`src/rtl/brtc_pkg.sv`:
```
// Shared types and constants for the binary real-time clock with alarm.
// Holds the register map, control bit positions and the command and result records.
// Used by every module of the block; depends on nothing.
`timescale 1ns / 1ps

package brtc_pkg;

	localparam int COUNT_WIDTH_DEF = 62;
	localparam int DT_WIDTH        = 62;
	localparam int ALARM_WIDTH     = 43;
	localparam int PRESC_WIDTH     = 26;
	localparam int MODE_WIDTH      = 4;
	localparam int CAL_WIDTH       = 8;
	localparam int CAL_DEPTH       = 8;
	localparam int CAL_IDX_W       = $clog2(CAL_DEPTH);
	localparam int WORD_W          = 10;
	localparam int DATA_W          = 32;
	localparam int QUEUE_DEPTH     = 2;
	localparam int QPTR_W          = $clog2(QUEUE_DEPTH);

	localparam logic [WORD_W-1:0] W_CTRL      = 10'd0;
	localparam logic [WORD_W-1:0] W_MODE      = 10'd1;
	localparam logic [WORD_W-1:0] W_PRESC     = 10'd2;
	localparam logic [WORD_W-1:0] W_ALM_LO    = 10'd3;
	localparam logic [WORD_W-1:0] W_ALM_HI    = 10'd4;
	localparam logic [WORD_W-1:0] W_CMP_LO    = 10'd5;
	localparam logic [WORD_W-1:0] W_CMP_HI    = 10'd6;
	localparam logic [WORD_W-1:0] W_DT_LO     = 10'd8;
	localparam logic [WORD_W-1:0] W_DT_HI     = 10'd9;
	localparam logic [WORD_W-1:0] W_CAL_FIRST = 10'd12;
	localparam logic [WORD_W-1:0] W_CAL_LAST  = 10'd19;
	localparam logic [WORD_W-1:0] W_CNT_FIRST = 10'd20;
	localparam logic [WORD_W-1:0] W_CNT_LAST  = 10'd27;

	localparam int CTL_START     = 0;
	localparam int CTL_STOP      = 1;
	localparam int CTL_ALARM_ON  = 2;
	localparam int CTL_ALARM_OFF = 3;
	localparam int CTL_RESET     = 4;
	localparam int CTL_UPLOAD    = 5;
	localparam int CTL_DOWNLOAD  = 6;
	localparam int CTL_MATCH     = 7;
	localparam int CTL_WAKE_CLR  = 8;
	localparam int CTL_WAKE_SET  = 9;
	localparam int CTL_UPD_CLR   = 10;

	localparam int MODE_CALENDAR = 0;
	localparam int MODE_WAKE     = 1;
	localparam int MODE_PERIODIC = 2;
	localparam int MODE_KEEP_RUN = 3;

	typedef enum logic [1:0] {
		KIND_TICK  = 2'd0,
		KIND_READ  = 2'd1,
		KIND_WRITE = 2'd2,
		KIND_NONE  = 2'd3
	} kind_t;

	typedef enum logic [3:0] {
		SEL_CTRL,
		SEL_MODE,
		SEL_PRESC,
		SEL_ALM_LO,
		SEL_ALM_HI,
		SEL_CMP_LO,
		SEL_CMP_HI,
		SEL_DT_LO,
		SEL_DT_HI,
		SEL_CAL,
		SEL_CNT,
		SEL_UNMAPPED
	} sel_t;

	typedef struct packed {
		kind_t                kind;
		sel_t                 target;
		logic [CAL_IDX_W-1:0] cal_idx;
		logic [DATA_W-1:0]    data;
	} cmd_t;

	typedef struct packed {
		logic [DATA_W-1:0] read_data;
		logic              wake_level;
		logic              match_level;
		logic              unmapped;
	} res_t;

endpackage

```
`src/rtl/brtc_front.sv`:
```
// Front end of the clock: takes input transactions and classifies them.
// Turns the item kind and word index into a command record for the queue.
// Depends on brtc_pkg.
`timescale 1ns / 1ps

module brtc_front (
	input  logic [1:0]                    mode,
	input  logic [brtc_pkg::WORD_W-1:0]   word_index,
	input  logic [brtc_pkg::DATA_W-1:0]   write_data,
	output brtc_pkg::cmd_t                cmd
);

	brtc_pkg::sel_t target;

	always_comb begin
		unique case (word_index) inside
			brtc_pkg::W_CTRL:   target = brtc_pkg::SEL_CTRL;
			brtc_pkg::W_MODE:   target = brtc_pkg::SEL_MODE;
			brtc_pkg::W_PRESC:  target = brtc_pkg::SEL_PRESC;
			brtc_pkg::W_ALM_LO: target = brtc_pkg::SEL_ALM_LO;
			brtc_pkg::W_ALM_HI: target = brtc_pkg::SEL_ALM_HI;
			brtc_pkg::W_CMP_LO: target = brtc_pkg::SEL_CMP_LO;
			brtc_pkg::W_CMP_HI: target = brtc_pkg::SEL_CMP_HI;
			brtc_pkg::W_DT_LO:  target = brtc_pkg::SEL_DT_LO;
			brtc_pkg::W_DT_HI:  target = brtc_pkg::SEL_DT_HI;
			[brtc_pkg::W_CAL_FIRST:brtc_pkg::W_CAL_LAST]: target = brtc_pkg::SEL_CAL;
			[brtc_pkg::W_CNT_FIRST:brtc_pkg::W_CNT_LAST]: target = brtc_pkg::SEL_CNT;
			default:            target = brtc_pkg::SEL_UNMAPPED;
		endcase
	end

	always_comb begin
		cmd.kind    = brtc_pkg::kind_t'(mode);
		cmd.target  = target;
		cmd.cal_idx = brtc_pkg::CAL_IDX_W'(word_index - brtc_pkg::W_CAL_FIRST);
		cmd.data    = write_data;
	end

endmodule

```
`src/rtl/brtc_queue.sv`:
```
// Short command queue between the front end and the execution back end.
// Lets either side stall on its own; holds classified command records.
// Depends on brtc_pkg.
`timescale 1ns / 1ps

module brtc_queue (
	input  logic           clk,
	input  logic           arst_n,
	input  logic           push_valid,
	output logic           push_ready,
	input  brtc_pkg::cmd_t push_cmd,
	output logic           pop_valid,
	input  logic           pop_ready,
	output brtc_pkg::cmd_t pop_cmd
);

	brtc_pkg::cmd_t                entry_q [brtc_pkg::QUEUE_DEPTH];
	logic [brtc_pkg::QPTR_W-1:0]   wr_ptr_q;
	logic [brtc_pkg::QPTR_W-1:0]   rd_ptr_q;
	logic [brtc_pkg::QPTR_W:0]     count_q;
	logic                          push;
	logic                          pop;

	assign push_ready = count_q != (brtc_pkg::QPTR_W+1)'(brtc_pkg::QUEUE_DEPTH);
	assign pop_valid  = count_q != '0;
	assign pop_cmd    = entry_q[rd_ptr_q];
	assign push       = push_valid && push_ready;
	assign pop        = pop_valid && pop_ready;

	always_ff @(posedge clk or negedge arst_n) begin
		if (!arst_n) begin
			wr_ptr_q <= '0;
			rd_ptr_q <= '0;
			count_q  <= '0;
		end else begin
			if (push) begin
				wr_ptr_q <= wr_ptr_q + 1'b1;
			end
			if (pop) begin
				rd_ptr_q <= rd_ptr_q + 1'b1;
			end
			if (push && !pop) begin
				count_q <= count_q + 1'b1;
			end else if (pop && !push) begin
				count_q <= count_q - 1'b1;
			end
		end
	end

	always_ff @(posedge clk) begin
		if (push) begin
			entry_q[wr_ptr_q] <= push_cmd;
		end
	end

endmodule

```
`src/rtl/brtc_back.sv`:
```
// Execution back end of the clock: holds the counter, registers and alarm logic.
// Carries out one queued command per cycle while its registered result stage has room.
// Depends on brtc_pkg.
`timescale 1ns / 1ps

module brtc_back #(
	parameter int COUNT_WIDTH = brtc_pkg::COUNT_WIDTH_DEF
) (
	input  logic           clk,
	input  logic           arst_n,
	input  logic           cmd_valid,
	output logic           cmd_ready,
	input  brtc_pkg::cmd_t cmd,
	output logic           res_valid,
	input  logic           res_ready,
	output brtc_pkg::res_t res
);

	localparam int DT = brtc_pkg::DT_WIDTH;

	logic [COUNT_WIDTH-1:0]              cnt_q;
	logic [COUNT_WIDTH-1:0]              latch_q;
	logic                                latch_vld_q;
	logic                                running_q;
	logic                                armed_q;
	logic                                wake_q;
	logic                                match_q;
	logic                                upd_q;
	logic [brtc_pkg::MODE_WIDTH-1:0]     mode_q;
	logic [brtc_pkg::PRESC_WIDTH-1:0]    presc_q;
	logic [brtc_pkg::ALARM_WIDTH-1:0]    alarm_q;
	logic [DT-1:0]                       cmp_q;
	logic [DT-1:0]                       stage_q;
	logic [brtc_pkg::CAL_WIDTH-1:0]      cal_q [brtc_pkg::CAL_DEPTH];
	logic                                res_valid_q;
	brtc_pkg::res_t                      res_q;

	logic [COUNT_WIDTH-1:0]              n_cnt;
	logic [COUNT_WIDTH-1:0]              n_latch;
	logic                                n_latch_vld;
	logic                                n_running;
	logic                                n_armed;
	logic                                n_wake;
	logic                                n_match;
	logic                                n_upd;
	logic [brtc_pkg::MODE_WIDTH-1:0]     n_mode;
	logic [brtc_pkg::PRESC_WIDTH-1:0]    n_presc;
	logic [brtc_pkg::ALARM_WIDTH-1:0]    n_alarm;
	logic [DT-1:0]                       n_cmp;
	logic [DT-1:0]                       n_stage;
	logic                                cal_we;
	logic [brtc_pkg::DATA_W-1:0]         rd;
	logic                                miss;
	logic                                fire;
	logic                                exec;

	assign cmd_ready = !res_valid_q || res_ready;
	assign exec      = cmd_valid && cmd_ready;
	assign res_valid = res_valid_q;
	assign res       = res_q;

	always_comb begin
		logic [DT-1:0]                 hi_src;
		logic [brtc_pkg::DATA_W-1:0]   v;
		hi_src      = DT'(latch_vld_q ? latch_q : cnt_q);
		v           = cmd.data;
		n_cnt       = cnt_q;
		n_latch     = latch_q;
		n_latch_vld = latch_vld_q;
		n_running   = running_q;
		n_armed     = armed_q;
		n_wake      = wake_q;
		n_match     = match_q;
		n_upd       = upd_q;
		n_mode      = mode_q;
		n_presc     = presc_q;
		n_alarm     = alarm_q;
		n_cmp       = cmp_q;
		n_stage     = stage_q;
		cal_we      = 1'b0;
		rd          = '0;
		miss        = 1'b0;
		unique case (cmd.kind)
			brtc_pkg::KIND_TICK: begin
				if (running_q) begin
					n_cnt = cnt_q + 1'b1;
				end
			end
			brtc_pkg::KIND_READ: begin
				unique case (cmd.target)
					brtc_pkg::SEL_CTRL: begin
						rd[brtc_pkg::CTL_START]    = running_q;
						rd[brtc_pkg::CTL_ALARM_ON] = armed_q;
						rd[brtc_pkg::CTL_MATCH]    = match_q;
						rd[brtc_pkg::CTL_UPD_CLR]  = upd_q;
					end
					brtc_pkg::SEL_MODE:   rd = brtc_pkg::DATA_W'(mode_q);
					brtc_pkg::SEL_PRESC:  rd = brtc_pkg::DATA_W'(presc_q);
					brtc_pkg::SEL_ALM_LO: rd = alarm_q[31:0];
					brtc_pkg::SEL_ALM_HI: rd = brtc_pkg::DATA_W'(alarm_q[brtc_pkg::ALARM_WIDTH-1:32]);
					brtc_pkg::SEL_CMP_LO: rd = cmp_q[31:0];
					brtc_pkg::SEL_CMP_HI: rd = brtc_pkg::DATA_W'(cmp_q[DT-1:32]);
					brtc_pkg::SEL_DT_LO: begin
						n_latch     = cnt_q;
						n_latch_vld = 1'b1;
						rd          = cnt_q[31:0];
					end
					brtc_pkg::SEL_DT_HI: begin
						n_latch_vld = 1'b0;
						rd          = brtc_pkg::DATA_W'(hi_src[DT-1:32]);
					end
					brtc_pkg::SEL_CAL:    rd = brtc_pkg::DATA_W'(cal_q[cmd.cal_idx]);
					brtc_pkg::SEL_CNT:    rd = '0;
					default:              miss = 1'b1;
				endcase
			end
			brtc_pkg::KIND_WRITE: begin
				unique case (cmd.target)
					brtc_pkg::SEL_CTRL: begin
						if (v[brtc_pkg::CTL_UPD_CLR]) begin
							n_upd = 1'b0;
						end
						if (v[brtc_pkg::CTL_RESET]) begin
							n_cnt = '0;
							n_upd = 1'b1;
						end
						if (v[brtc_pkg::CTL_UPLOAD]) begin
							n_cnt = stage_q[COUNT_WIDTH-1:0];
							n_upd = 1'b1;
						end
						if (v[brtc_pkg::CTL_DOWNLOAD]) begin
							n_stage = DT'(n_cnt);
						end
						if (v[brtc_pkg::CTL_START]) begin
							n_running = 1'b1;
						end
						if (v[brtc_pkg::CTL_STOP]) begin
							n_running = 1'b0;
						end
						if (v[brtc_pkg::CTL_ALARM_OFF]) begin
							n_armed = 1'b0;
							n_wake  = 1'b0;
							n_match = 1'b0;
						end else if (v[brtc_pkg::CTL_ALARM_ON]) begin
							n_armed = 1'b1;
						end
						if (v[brtc_pkg::CTL_WAKE_CLR]) begin
							n_wake  = 1'b0;
							n_match = 1'b0;
						end
						if (v[brtc_pkg::CTL_WAKE_SET]) begin
							n_wake = 1'b1;
						end
					end
					brtc_pkg::SEL_MODE:   n_mode  = v[brtc_pkg::MODE_WIDTH-1:0];
					brtc_pkg::SEL_PRESC:  n_presc = v[brtc_pkg::PRESC_WIDTH-1:0];
					brtc_pkg::SEL_ALM_LO: n_alarm[31:0] = v;
					brtc_pkg::SEL_ALM_HI:
						n_alarm[brtc_pkg::ALARM_WIDTH-1:32] = v[brtc_pkg::ALARM_WIDTH-33:0];
					brtc_pkg::SEL_CMP_LO: n_cmp[31:0] = v;
					brtc_pkg::SEL_CMP_HI: n_cmp[DT-1:32] = v[DT-33:0];
					brtc_pkg::SEL_DT_LO:  n_stage[31:0] = v;
					brtc_pkg::SEL_DT_HI:  n_stage[DT-1:32] = v[DT-33:0];
					brtc_pkg::SEL_CAL:    cal_we = 1'b1;
					brtc_pkg::SEL_CNT:    miss = 1'b0;
					default:              miss = 1'b1;
				endcase
			end
			default: begin
				rd = '0;
			end
		endcase

		fire = n_armed && n_running && !n_mode[brtc_pkg::MODE_CALENDAR] && (&n_cmp)
			&& (DT'(n_alarm) <= DT'(n_cnt));
		if (fire) begin
			n_armed = n_mode[brtc_pkg::MODE_PERIODIC];
			n_match = 1'b1;
			if (n_mode[brtc_pkg::MODE_WAKE]) begin
				n_wake = 1'b1;
			end
			if (n_mode[brtc_pkg::MODE_PERIODIC]) begin
				n_cnt = '0;
			end
			if (!n_mode[brtc_pkg::MODE_KEEP_RUN]) begin
				n_running = 1'b0;
			end
		end
	end

	always_ff @(posedge clk or negedge arst_n) begin
		if (!arst_n) begin
			cnt_q       <= '0;
			latch_q     <= '0;
			latch_vld_q <= 1'b0;
			running_q   <= 1'b0;
			armed_q     <= 1'b0;
			wake_q      <= 1'b0;
			match_q     <= 1'b0;
			upd_q       <= 1'b0;
			mode_q      <= '0;
			presc_q     <= '0;
			alarm_q     <= '0;
			cmp_q       <= '0;
			stage_q     <= '0;
			for (int i = 0; i < brtc_pkg::CAL_DEPTH; i++) begin
				cal_q[i] <= '0;
			end
			res_valid_q <= 1'b0;
		end else begin
			if (exec) begin
				cnt_q       <= n_cnt;
				latch_q     <= n_latch;
				latch_vld_q <= n_latch_vld;
				running_q   <= n_running;
				armed_q     <= n_armed;
				wake_q      <= n_wake;
				match_q     <= n_match;
				upd_q       <= n_upd;
				mode_q      <= n_mode;
				presc_q     <= n_presc;
				alarm_q     <= n_alarm;
				cmp_q       <= n_cmp;
				stage_q     <= n_stage;
				if (cal_we) begin
					cal_q[cmd.cal_idx] <= cmd.data[brtc_pkg::CAL_WIDTH-1:0];
				end
				res_valid_q <= 1'b1;
			end else if (res_ready) begin
				res_valid_q <= 1'b0;
			end
		end
	end

	always_ff @(posedge clk) begin
		if (exec) begin
			res_q.read_data   <= rd;
			res_q.wake_level  <= n_wake;
			res_q.match_level <= n_match;
			res_q.unmapped    <= miss;
		end
	end

	a_match_needs_exec: assert property (@(posedge clk) disable iff (!arst_n)
		$rose(match_q) |-> $past(exec))
		else $error("match flag rose without an executed transaction");

	a_count_idle_stable: assert property (@(posedge clk) disable iff (!arst_n)
		!exec |=> $stable(cnt_q))
		else $error("counter changed without an executed transaction");

	a_latch_needs_exec: assert property (@(posedge clk) disable iff (!arst_n)
		$rose(latch_vld_q) |-> $past(exec))
		else $error("datetime latch set without an executed transaction");

	a_result_follows_exec: assert property (@(posedge clk) disable iff (!arst_n)
		exec |=> res_valid_q && res_q.match_level == match_q && res_q.wake_level == wake_q)
		else $error("result register does not reflect the executed transaction");

endmodule

```
`src/rtl/binary_rtc_with_alarm_core.sv`:
```
// Top level of the binary real-time clock with alarm.
// Joins the classifying front end, the command queue and the execution back end.
// Depends on brtc_pkg, brtc_front, brtc_queue and brtc_back.
`timescale 1ns / 1ps

// Usage:
// The slave stream carries one item per transaction: tuser selects a one-second
// tick, a register read, a register write or an empty item, and tdata carries the word index
// and the write data. The master stream returns exactly one result transaction
// per item, in order, with the read data and both interrupt levels in tdata and
// the unmapped-access flag in tuser.
// An item accepted into the command queue is executed once it reaches the queue head and
// the result register is free; its result is then presented from the output register. One item is
// taken per cycle while the queue has room; the back end executes one command per cycle while
// its result register can take it, with the counter increment and alarm compare done in that same cycle.
// A two-entry command queue sits between the front end and the back end, and
// the result sits in an output register. When the receiver stalls, the result
// holds, the queue fills and tready drops once it is full.
// Reset clears the counter, all flags and the programmable registers (not the result data or queue entries)
// to zero at once; there is no clearing sequence, and items are taken from the first cycle after reset.

module binary_rtc_with_alarm_core #(
	parameter int COUNT_WIDTH = brtc_pkg::COUNT_WIDTH_DEF
) (
	input  logic        clk,
	input  logic        arst_n,
	input  logic        s_axis_tvalid,
	output logic        s_axis_tready,
	input  logic [47:0] s_axis_tdata,  // word_index[9:0], write_data[41:10], zero fill
	input  logic [1:0]  s_axis_tuser,  // mode[1:0]
	output logic        m_axis_tvalid,
	input  logic        m_axis_tready,
	output logic [39:0] m_axis_tdata,  // read_data[31:0], wake_level[32], match_level[33], zero fill
	output logic [0:0]  m_axis_tuser   // unmapped[0]
);

	brtc_pkg::cmd_t front_cmd;
	brtc_pkg::cmd_t head_cmd;
	brtc_pkg::res_t res;
	logic           head_valid;
	logic           head_ready;

	brtc_front u_front (
		.mode       (s_axis_tuser),
		.word_index (s_axis_tdata[9:0]),
		.write_data (s_axis_tdata[41:10]),
		.cmd        (front_cmd)
	);

	brtc_queue u_queue (
		.clk        (clk),
		.arst_n     (arst_n),
		.push_valid (s_axis_tvalid),
		.push_ready (s_axis_tready),
		.push_cmd   (front_cmd),
		.pop_valid  (head_valid),
		.pop_ready  (head_ready),
		.pop_cmd    (head_cmd)
	);

	brtc_back #(
		.COUNT_WIDTH (COUNT_WIDTH)
	) u_back (
		.clk        (clk),
		.arst_n     (arst_n),
		.cmd_valid  (head_valid),
		.cmd_ready  (head_ready),
		.cmd        (head_cmd),
		.res_valid  (m_axis_tvalid),
		.res_ready  (m_axis_tready),
		.res        (res)
	);

	assign m_axis_tdata = {6'b0, res.match_level, res.wake_level, res.read_data};
	assign m_axis_tuser = res.unmapped;

endmodule

```
`config.mk`:
```
export PLATFORM = sky130hd
export DESIGN_NAME = binary_rtc_with_alarm_core
export DESIGN_NICKNAME = d
export VERILOG_FILES = /design/src/rtl/brtc_pkg.sv /design/src/rtl/brtc_front.sv /design/src/rtl/brtc_queue.sv /design/src/rtl/brtc_back.sv /design/src/rtl/binary_rtc_with_alarm_core.sv
export SDC_FILE = /design/constraint.sdc
export NUM_CORES = 1
export LEC_CHECK = 0
export BUFFER_PORTS_ARGS = -buffer_cell sky130_fd_sc_hd__buf_2
export CAP_MARGIN = 25
export CORE_AREA = 5 5 201 281
export CTS_BUF_LIST = sky130_fd_sc_hd__clkbuf_4
export DETAILED_ROUTE_END_ITERATION = 8
export DIE_AREA = 0 0 206 286
export HOLD_SLACK_MARGIN = 0.08
export PLACE_DENSITY = 0.67
export SYNTH_ARGS = -nofsm -noshare
export SYNTH_HDL_FRONTEND = slang
export SYNTH_SLANG_ARGS = --single-unit
```
`constraint.sdc`:
```
create_clock -name clk -period 19 [get_ports clk]
set_input_delay 0.95 -clock clk [delete_from_list [all_inputs] [get_ports clk]]
set_output_delay 0.95 -clock clk [all_outputs]
set_load 0.01 [all_outputs]
```
==> tab_implementation.tex <==
\begin{tabular}{lr}
\hline
Metric & Value \\
\hline
\multicolumn{2}{l}{\textbf{Final layout}} \\
Final net count & around 2900 \\
Area growth syn-to-layout & 11.1\% \\
FF+latch area & 0.0126 mm\^{}2 \\
Area taken by multi-input logic gates & 0.0124 mm\^{}2 \\
Layout Cells excl Fill & 3646 \\
Filler cell count in the final layout & 4902 \\
Fraction of final layout cells sized beyond drive strength 1 & 0.191 \\
\multicolumn{2}{l}{\textbf{Routing}} \\
Total vias in the final route & 23900 \\
Iteration-0 DRC Markers & between 3000 and 4000 \\
Routed wirelength normalized by instance count & 29.0 um \\
Number of vias per cell after detailed routing & 6.55 \\
Wirelength, routed & 106000 um \\
Post-route antenna net violation count & 0 \\
Drt drc & 0 \\
1st-pass router iterations & 6 \\
\multicolumn{2}{l}{\textbf{STA}} \\
Fin. Hold Viols & 0 \\
Total count of max-transition violations in the final report & 0 \\
Maximum operating frequency & about 130 MHz \\
Transition time at the pin with the least slew margin & around 1100 ps \\
Slew margin rel. & 0.275 \\
Unrepaired setup endpoints after global routing & false \\
Final worst path period share & 0.408 \\
Sum Neg Setup Slack & 0 ps \\
Fin crit period & 7760 ps \\
Worst slack on hold paths & between 200 and 250 ps \\
Clock Skews & 62.6 ps \\
Final setup vio count & 0 \\
Final worst slack & 11240 ps \\
\multicolumn{2}{l}{\textbf{Clocking}} \\
Clk root buf & sky130\_fd\_sc\_hd\_\_clkbuf\_4 \\
Worst skew pair latency & roughly 950 ps \\
CTS H-tree depth & 3 \\
Largest buffer count on any clock path & 3 \\
Setup Fix Bufs, Post-CTS & 0 \\
TritonCTS Sinks & $\sim$480 \\
Total clock buffers created by CTS & 118 \\
TritonCTS clock tree & done \\
Clock transition at path regs & 70 ps \\
\multicolumn{2}{l}{\textbf{Floorplan}} \\
Core area & 0.0537 mm\^{}2 \\
Die area & 0.0589 mm\^{}2 \\
Chip height & 286 um \\
Die extent in x & 206 um \\
Core Rows & 101 \\
Initial cell density of the core & 0.485 \\
Top-level port count & 97 \\
\multicolumn{2}{l}{\textbf{Pwr}} \\
Internal power summed over all cells & 0.00224 W \\
Peak supply drop & 0.105 mV \\
Power spent charging and discharging nets & approximately 0.0017 W \\
Portion of total power attributed to sequential cells & 0.374 \\
Leakage power total & 11.9 nW \\
Comb pwr share & 0.399 \\
Total power per unit cell area & between 100 and 150 mW/mm\^{}2 \\
Clk pwr share & 0.227 \\
Switching portion of total power & 0.439 \\
\multicolumn{2}{l}{\textbf{Yosys}} \\
Number of synthesized flops with an enable pin & between 100 and 150 \\
Synthesized instance count & 2752 \\
Average instance area after synthesis & 9.47 um\^{}2 \\
Cell area after synthesis & 0.0261 mm\^{}2 \\
Fraction of registers with async set/reset & 0.757 \\
Count of distinct cell types in the synthesized netlist & 94 \\
Post-synth top flop & sky130\_fd\_sc\_hd\_\_dfrtp\_1 \\
Post-synthesis sequential area ratio & 0.484 \\
Number of warnings reported in the yosys synthesis log & 0 \\
Flip-flop and latch count after synthesis & just under 500 \\
\multicolumn{2}{l}{\textbf{Critical path}} \\
Critical path fanouts, max & 29 \\
CP Capture Type & register \\
Startpoint type of the worst setup path & register \\
Endpoint required time on the critical path & 19760 ps \\
Cell depth of the worst flop-to-flop path & 24 \\
Type of the worst setup path & reg2reg \\
Signal arrival time at the worst endpoint & 8520 ps \\
Setup slack on the worst flop-to-flop path & 11240 ps \\
Reg2reg end & u\_back.armed\_q \\
Beginning of the worst register-to-register path & u\_queue.rd\_ptr\_q \\
\multicolumn{2}{l}{\textbf{Place}} \\
Dpl ws & between 10000 and 15000 ps \\
Detailed-placement wirelength estimate & 72100 um \\
Routability cong. & 1.01 \\
Port buffer count & 84 \\
Cell count after placement & 3418 \\
\multicolumn{2}{l}{\textbf{Hold path}} \\
Start point of the worst min-delay path & s\_axis\_tdata[40] \\
Min-Delay Endpoint & u\_queue.entry\_q[1][30] \\
Cell depth of the worst min-delay path & 1 \\
Type of the tightest min-delay check & in2reg \\
\multicolumn{2}{l}{\textbf{Global route}} \\
Met3 Usage GRT & 0.0740 \\
Gr usage total & 0.353 \\
Met2 Usage GRT & 0.546 \\
Total gr overflow & 0 \\
Largest net degree at the start of global routing & 80 \\
Via count of the first global-routing pass & 22900 \\
Number of antenna violations at the first check in global routing & 8 \\
Global-route wire length before repair & 153000 um \\
Layer with the highest usage after global routing & met2 \\
GR met1 Demand/Resource & 0.427 \\
\multicolumn{2}{l}{\textbf{Flow run}} \\
Max-capacitance violation count & 0 \\
\multicolumn{2}{l}{\textbf{Run status}} \\
Run status & completed \\
\hline
\end{tabular}
-- power by group through the flow --
stage	sequential [W]	clock, W	combinational, W
after floorplan	0.00144	0	0.000914
after global placement	0.00149	0	0.00151
after detailed placement	0.00150	0	0.00154
after CTS	0.00148	0.000921	0.00155
after global routing	0.00151	0.000978	0.00166
final	0.00149	0.000903	0.00159
-- worst max-delay path, cell delays in order, from the launching register on --
cell                       delay, ps
sky130_fd_sc_hd__dfrtp_4         750
sky130_fd_sc_hd__mux2i_4         310
sky130_fd_sc_hd__buf_4           410
sky130_fd_sc_hd__ha_1            230
sky130_fd_sc_hd__buf_4           330
sky130_fd_sc_hd__o211ai_2        140
sky130_fd_sc_hd__buf_4           300
sky130_fd_sc_hd__nor3_4          600
sky130_fd_sc_hd__buf_4           350
sky130_fd_sc_hd__a21oi_1         100
sky130_fd_sc_hd__a21boi_0        160
sky130_fd_sc_hd__ha_1            350
sky130_fd_sc_hd__nand2_1          60
sky130_fd_sc_hd__nor3_1          480
sky130_fd_sc_hd__o311ai_0        480
sky130_fd_sc_hd__a21oi_1         270
sky130_fd_sc_hd__a311oi_1         70
sky130_fd_sc_hd__a211oi_1        360
sky130_fd_sc_hd__o211ai_1        220
sky130_fd_sc_hd__a31oi_1         360
sky130_fd_sc_hd__o211ai_2        200
sky130_fd_sc_hd__buf_4           260
sky130_fd_sc_hd__a21oi_4         120
sky130_fd_sc_hd__buf_4           500
sky130_fd_sc_hd__a21oi_1         130
-- worst max-delay path by stage --
stage,depth (start not counted),endpoint,slack [ps],from
2_1_floorplan,29,u_back.cnt_q[37],12910,u_queue.rd_ptr_q
3_3_place_gp,20,u_back.res[2],11620,u_queue.rd_ptr_q
3_5_place_dp,24,u_back.armed_q,11570,u_queue.rd_ptr_q
4_1_cts,24,u_back.armed_q,11500,u_queue.rd_ptr_q
5_1_grt,20,u_back.res[2],11140,u_queue.rd_ptr_q
6_report,24,u_back.armed_q,11240,u_queue.rd_ptr_q
-- flip-flops by register name, summed over array words and instances (netlist names) --
| register | cells |
|---|---|
| u_back.res | 35 |
| u_back.armed_q | 1 |
| u_queue.count_q | 2 |
| u_back.match_q | 1 |
| u_back.cnt_q | 62 |
| u_back.cal_q | 64 |
| u_queue.entry_q | 82 |
| u_queue.rd_ptr_q | 1 |
| u_back.presc_q | 26 |
| u_back.wake_q | 1 |
| u_back.running_q | 1 |
| u_back.cmp_q | 62 |
| u_back.latch_q | 30 |
| u_queue.wr_ptr_q | 1 |
| u_back.upd_q | 1 |
| u_back.stage_q | 62 |
| u_back.mode_q | 4 |
| u_back.res_valid | 1 |
| u_back.latch_vld_q | 1 |
| u_back.alarm_q | 43 |
-- cell type report --
| class | instances | share of cell area |
|---|---|---|
| diodes | 3 | 0.000259 |
| well taps | 721 | 0.0312 |
| repair buffers | 185 | 0.0439 |
| inverters | 53 | 0.00696 |
| clock buffers | 182 | 0.0472 |
| flip-flops and latches | 481 | 0.436 |
| clock inverters | 35 | 0.00640 |
| multi-input cells | 1986 | 0.428 |
-- Yosys cell counts (10+ instances only) --
| cell | count | share of area |
|---|---|---|
| sky130_fd_sc_hd__a31oi_1 | 15 | 0.0036 |
| sky130_fd_sc_hd__buf_1 | 19 | 0.0027 |
| sky130_fd_sc_hd__inv_1 | 52 | 0.0075 |
| sky130_fd_sc_hd__buf_4 | 10 | 0.0029 |
| sky130_fd_sc_hd__or4_1 | 13 | 0.0037 |
| sky130_fd_sc_hd__a21o_1 | 18 | 0.0052 |
| sky130_fd_sc_hd__edfxtp_1 | 117 | 0.13 |
| sky130_fd_sc_hd__nand2_1 | 315 | 0.045 |
| sky130_fd_sc_hd__a21oi_1 | 269 | 0.052 |
| sky130_fd_sc_hd__mux2i_1 | 72 | 0.028 |
| sky130_fd_sc_hd__nand3_1 | 99 | 0.019 |
| sky130_fd_sc_hd__buf_2 | 22 | 0.0042 |
| sky130_fd_sc_hd__nand4_1 | 53 | 0.013 |
| sky130_fd_sc_hd__clkbuf_1 | 176 | 0.025 |
| sky130_fd_sc_hd__or3_1 | 14 | 0.0034 |
| sky130_fd_sc_hd__nor3_1 | 44 | 0.0084 |
| sky130_fd_sc_hd__a22o_1 | 90 | 0.030 |
| sky130_fd_sc_hd__a222oi_1 | 37 | 0.014 |
| sky130_fd_sc_hd__o21ai_0 | 191 | 0.037 |
| sky130_fd_sc_hd__a221oi_1 | 13 | 0.0044 |
| sky130_fd_sc_hd__ha_1 | 41 | 0.020 |
| sky130_fd_sc_hd__nor4_1 | 19 | 0.0046 |
| sky130_fd_sc_hd__o31ai_1 | 18 | 0.0052 |
| sky130_fd_sc_hd__o31ai_2 | 20 | 0.0096 |
| sky130_fd_sc_hd__mux2_2 | 92 | 0.040 |
| sky130_fd_sc_hd__and3_1 | 22 | 0.0053 |
| sky130_fd_sc_hd__a311oi_1 | 10 | 0.0034 |
| sky130_fd_sc_hd__nor2_1 | 282 | 0.041 |
| sky130_fd_sc_hd__a22oi_1 | 41 | 0.012 |
| sky130_fd_sc_hd__dfrtp_1 | 364 | 0.35 |
-- cell usage in the layout (no fill, tap or decap), types with 10 or more instances in the layout --
master,netlist,layout
sky130_fd_sc_hd__a21o_1,18,18
sky130_fd_sc_hd__a21oi_1,269,267
sky130_fd_sc_hd__a221oi_1,13,13
sky130_fd_sc_hd__a222oi_1,37,37
sky130_fd_sc_hd__a22o_1,90,90
sky130_fd_sc_hd__a22oi_1,41,41
sky130_fd_sc_hd__a311oi_1,10,10
sky130_fd_sc_hd__a31oi_1,15,15
sky130_fd_sc_hd__and3_1,22,21
sky130_fd_sc_hd__buf_2,22,84
sky130_fd_sc_hd__buf_4,10,91
sky130_fd_sc_hd__clkbuf_4,0,183
sky130_fd_sc_hd__clkinv_1,0,25
sky130_fd_sc_hd__dfrtp_1,364,363
sky130_fd_sc_hd__edfxtp_1,117,117
sky130_fd_sc_hd__ha_1,41,40
sky130_fd_sc_hd__inv_1,52,51
sky130_fd_sc_hd__mux2_2,92,92
sky130_fd_sc_hd__mux2i_1,72,62
sky130_fd_sc_hd__nand2_1,315,314
sky130_fd_sc_hd__nand3_1,99,99
sky130_fd_sc_hd__nand4_1,53,53
sky130_fd_sc_hd__nor2_1,282,280
sky130_fd_sc_hd__nor3_1,44,42
sky130_fd_sc_hd__nor4_1,19,19
sky130_fd_sc_hd__o21ai_0,191,188
sky130_fd_sc_hd__o31ai_1,18,18
sky130_fd_sc_hd__o31ai_2,20,20
sky130_fd_sc_hd__or3_1,14,13
sky130_fd_sc_hd__or4_1,13,13
-- metal layers --
layer	wire (um)	vias to the layer above	part of all wire
met2	47800	1470	0.45
li1	-	10400	-
met1	37900	11600	0.36
met5	0	-	0
met3	9550	407	0.090
met4	10400	0	0.098
-- per-stage QoR --
| stage | cell area, um^2 | power [W] | utilization |
|---|---|---|---|
| 2_1_floorplan | 26100 | 0.00235 | - |
| 3_3_place_gp | 27200 | 0.00300 | 0.507 |
| 3_5_place_dp | 27300 | 0.00304 | 0.508 |
| 4_1_cts | 28800 | 0.00395 | 0.537 |
| 5_1_grt | 29000 | 0.00415 | 0.539 |
| 6_report | 29000 | 0.00399 | 0.539 |
-- cell families after synthesis --
kind of cell / count (synthesis) / share of synthesized area
flops: 481 / 0.484
fa+ha+maj: 42 / 0.0201
simple gates: 928 / 0.165
other cells: 1 / 0.000144
compound gates: 833 / 0.213
mux: 165 / 0.0682
xor+xnor: 12 / 0.00403
buf+inv: 290 / 0.0459
-- timing repair --
action                                 in CTS  in global routing
hold buffers                                1                  0
endpoints found under the hold margin      76                  0
resized for setup                           0                  0
Note: power is estimated with default switching activity, not from simulation.
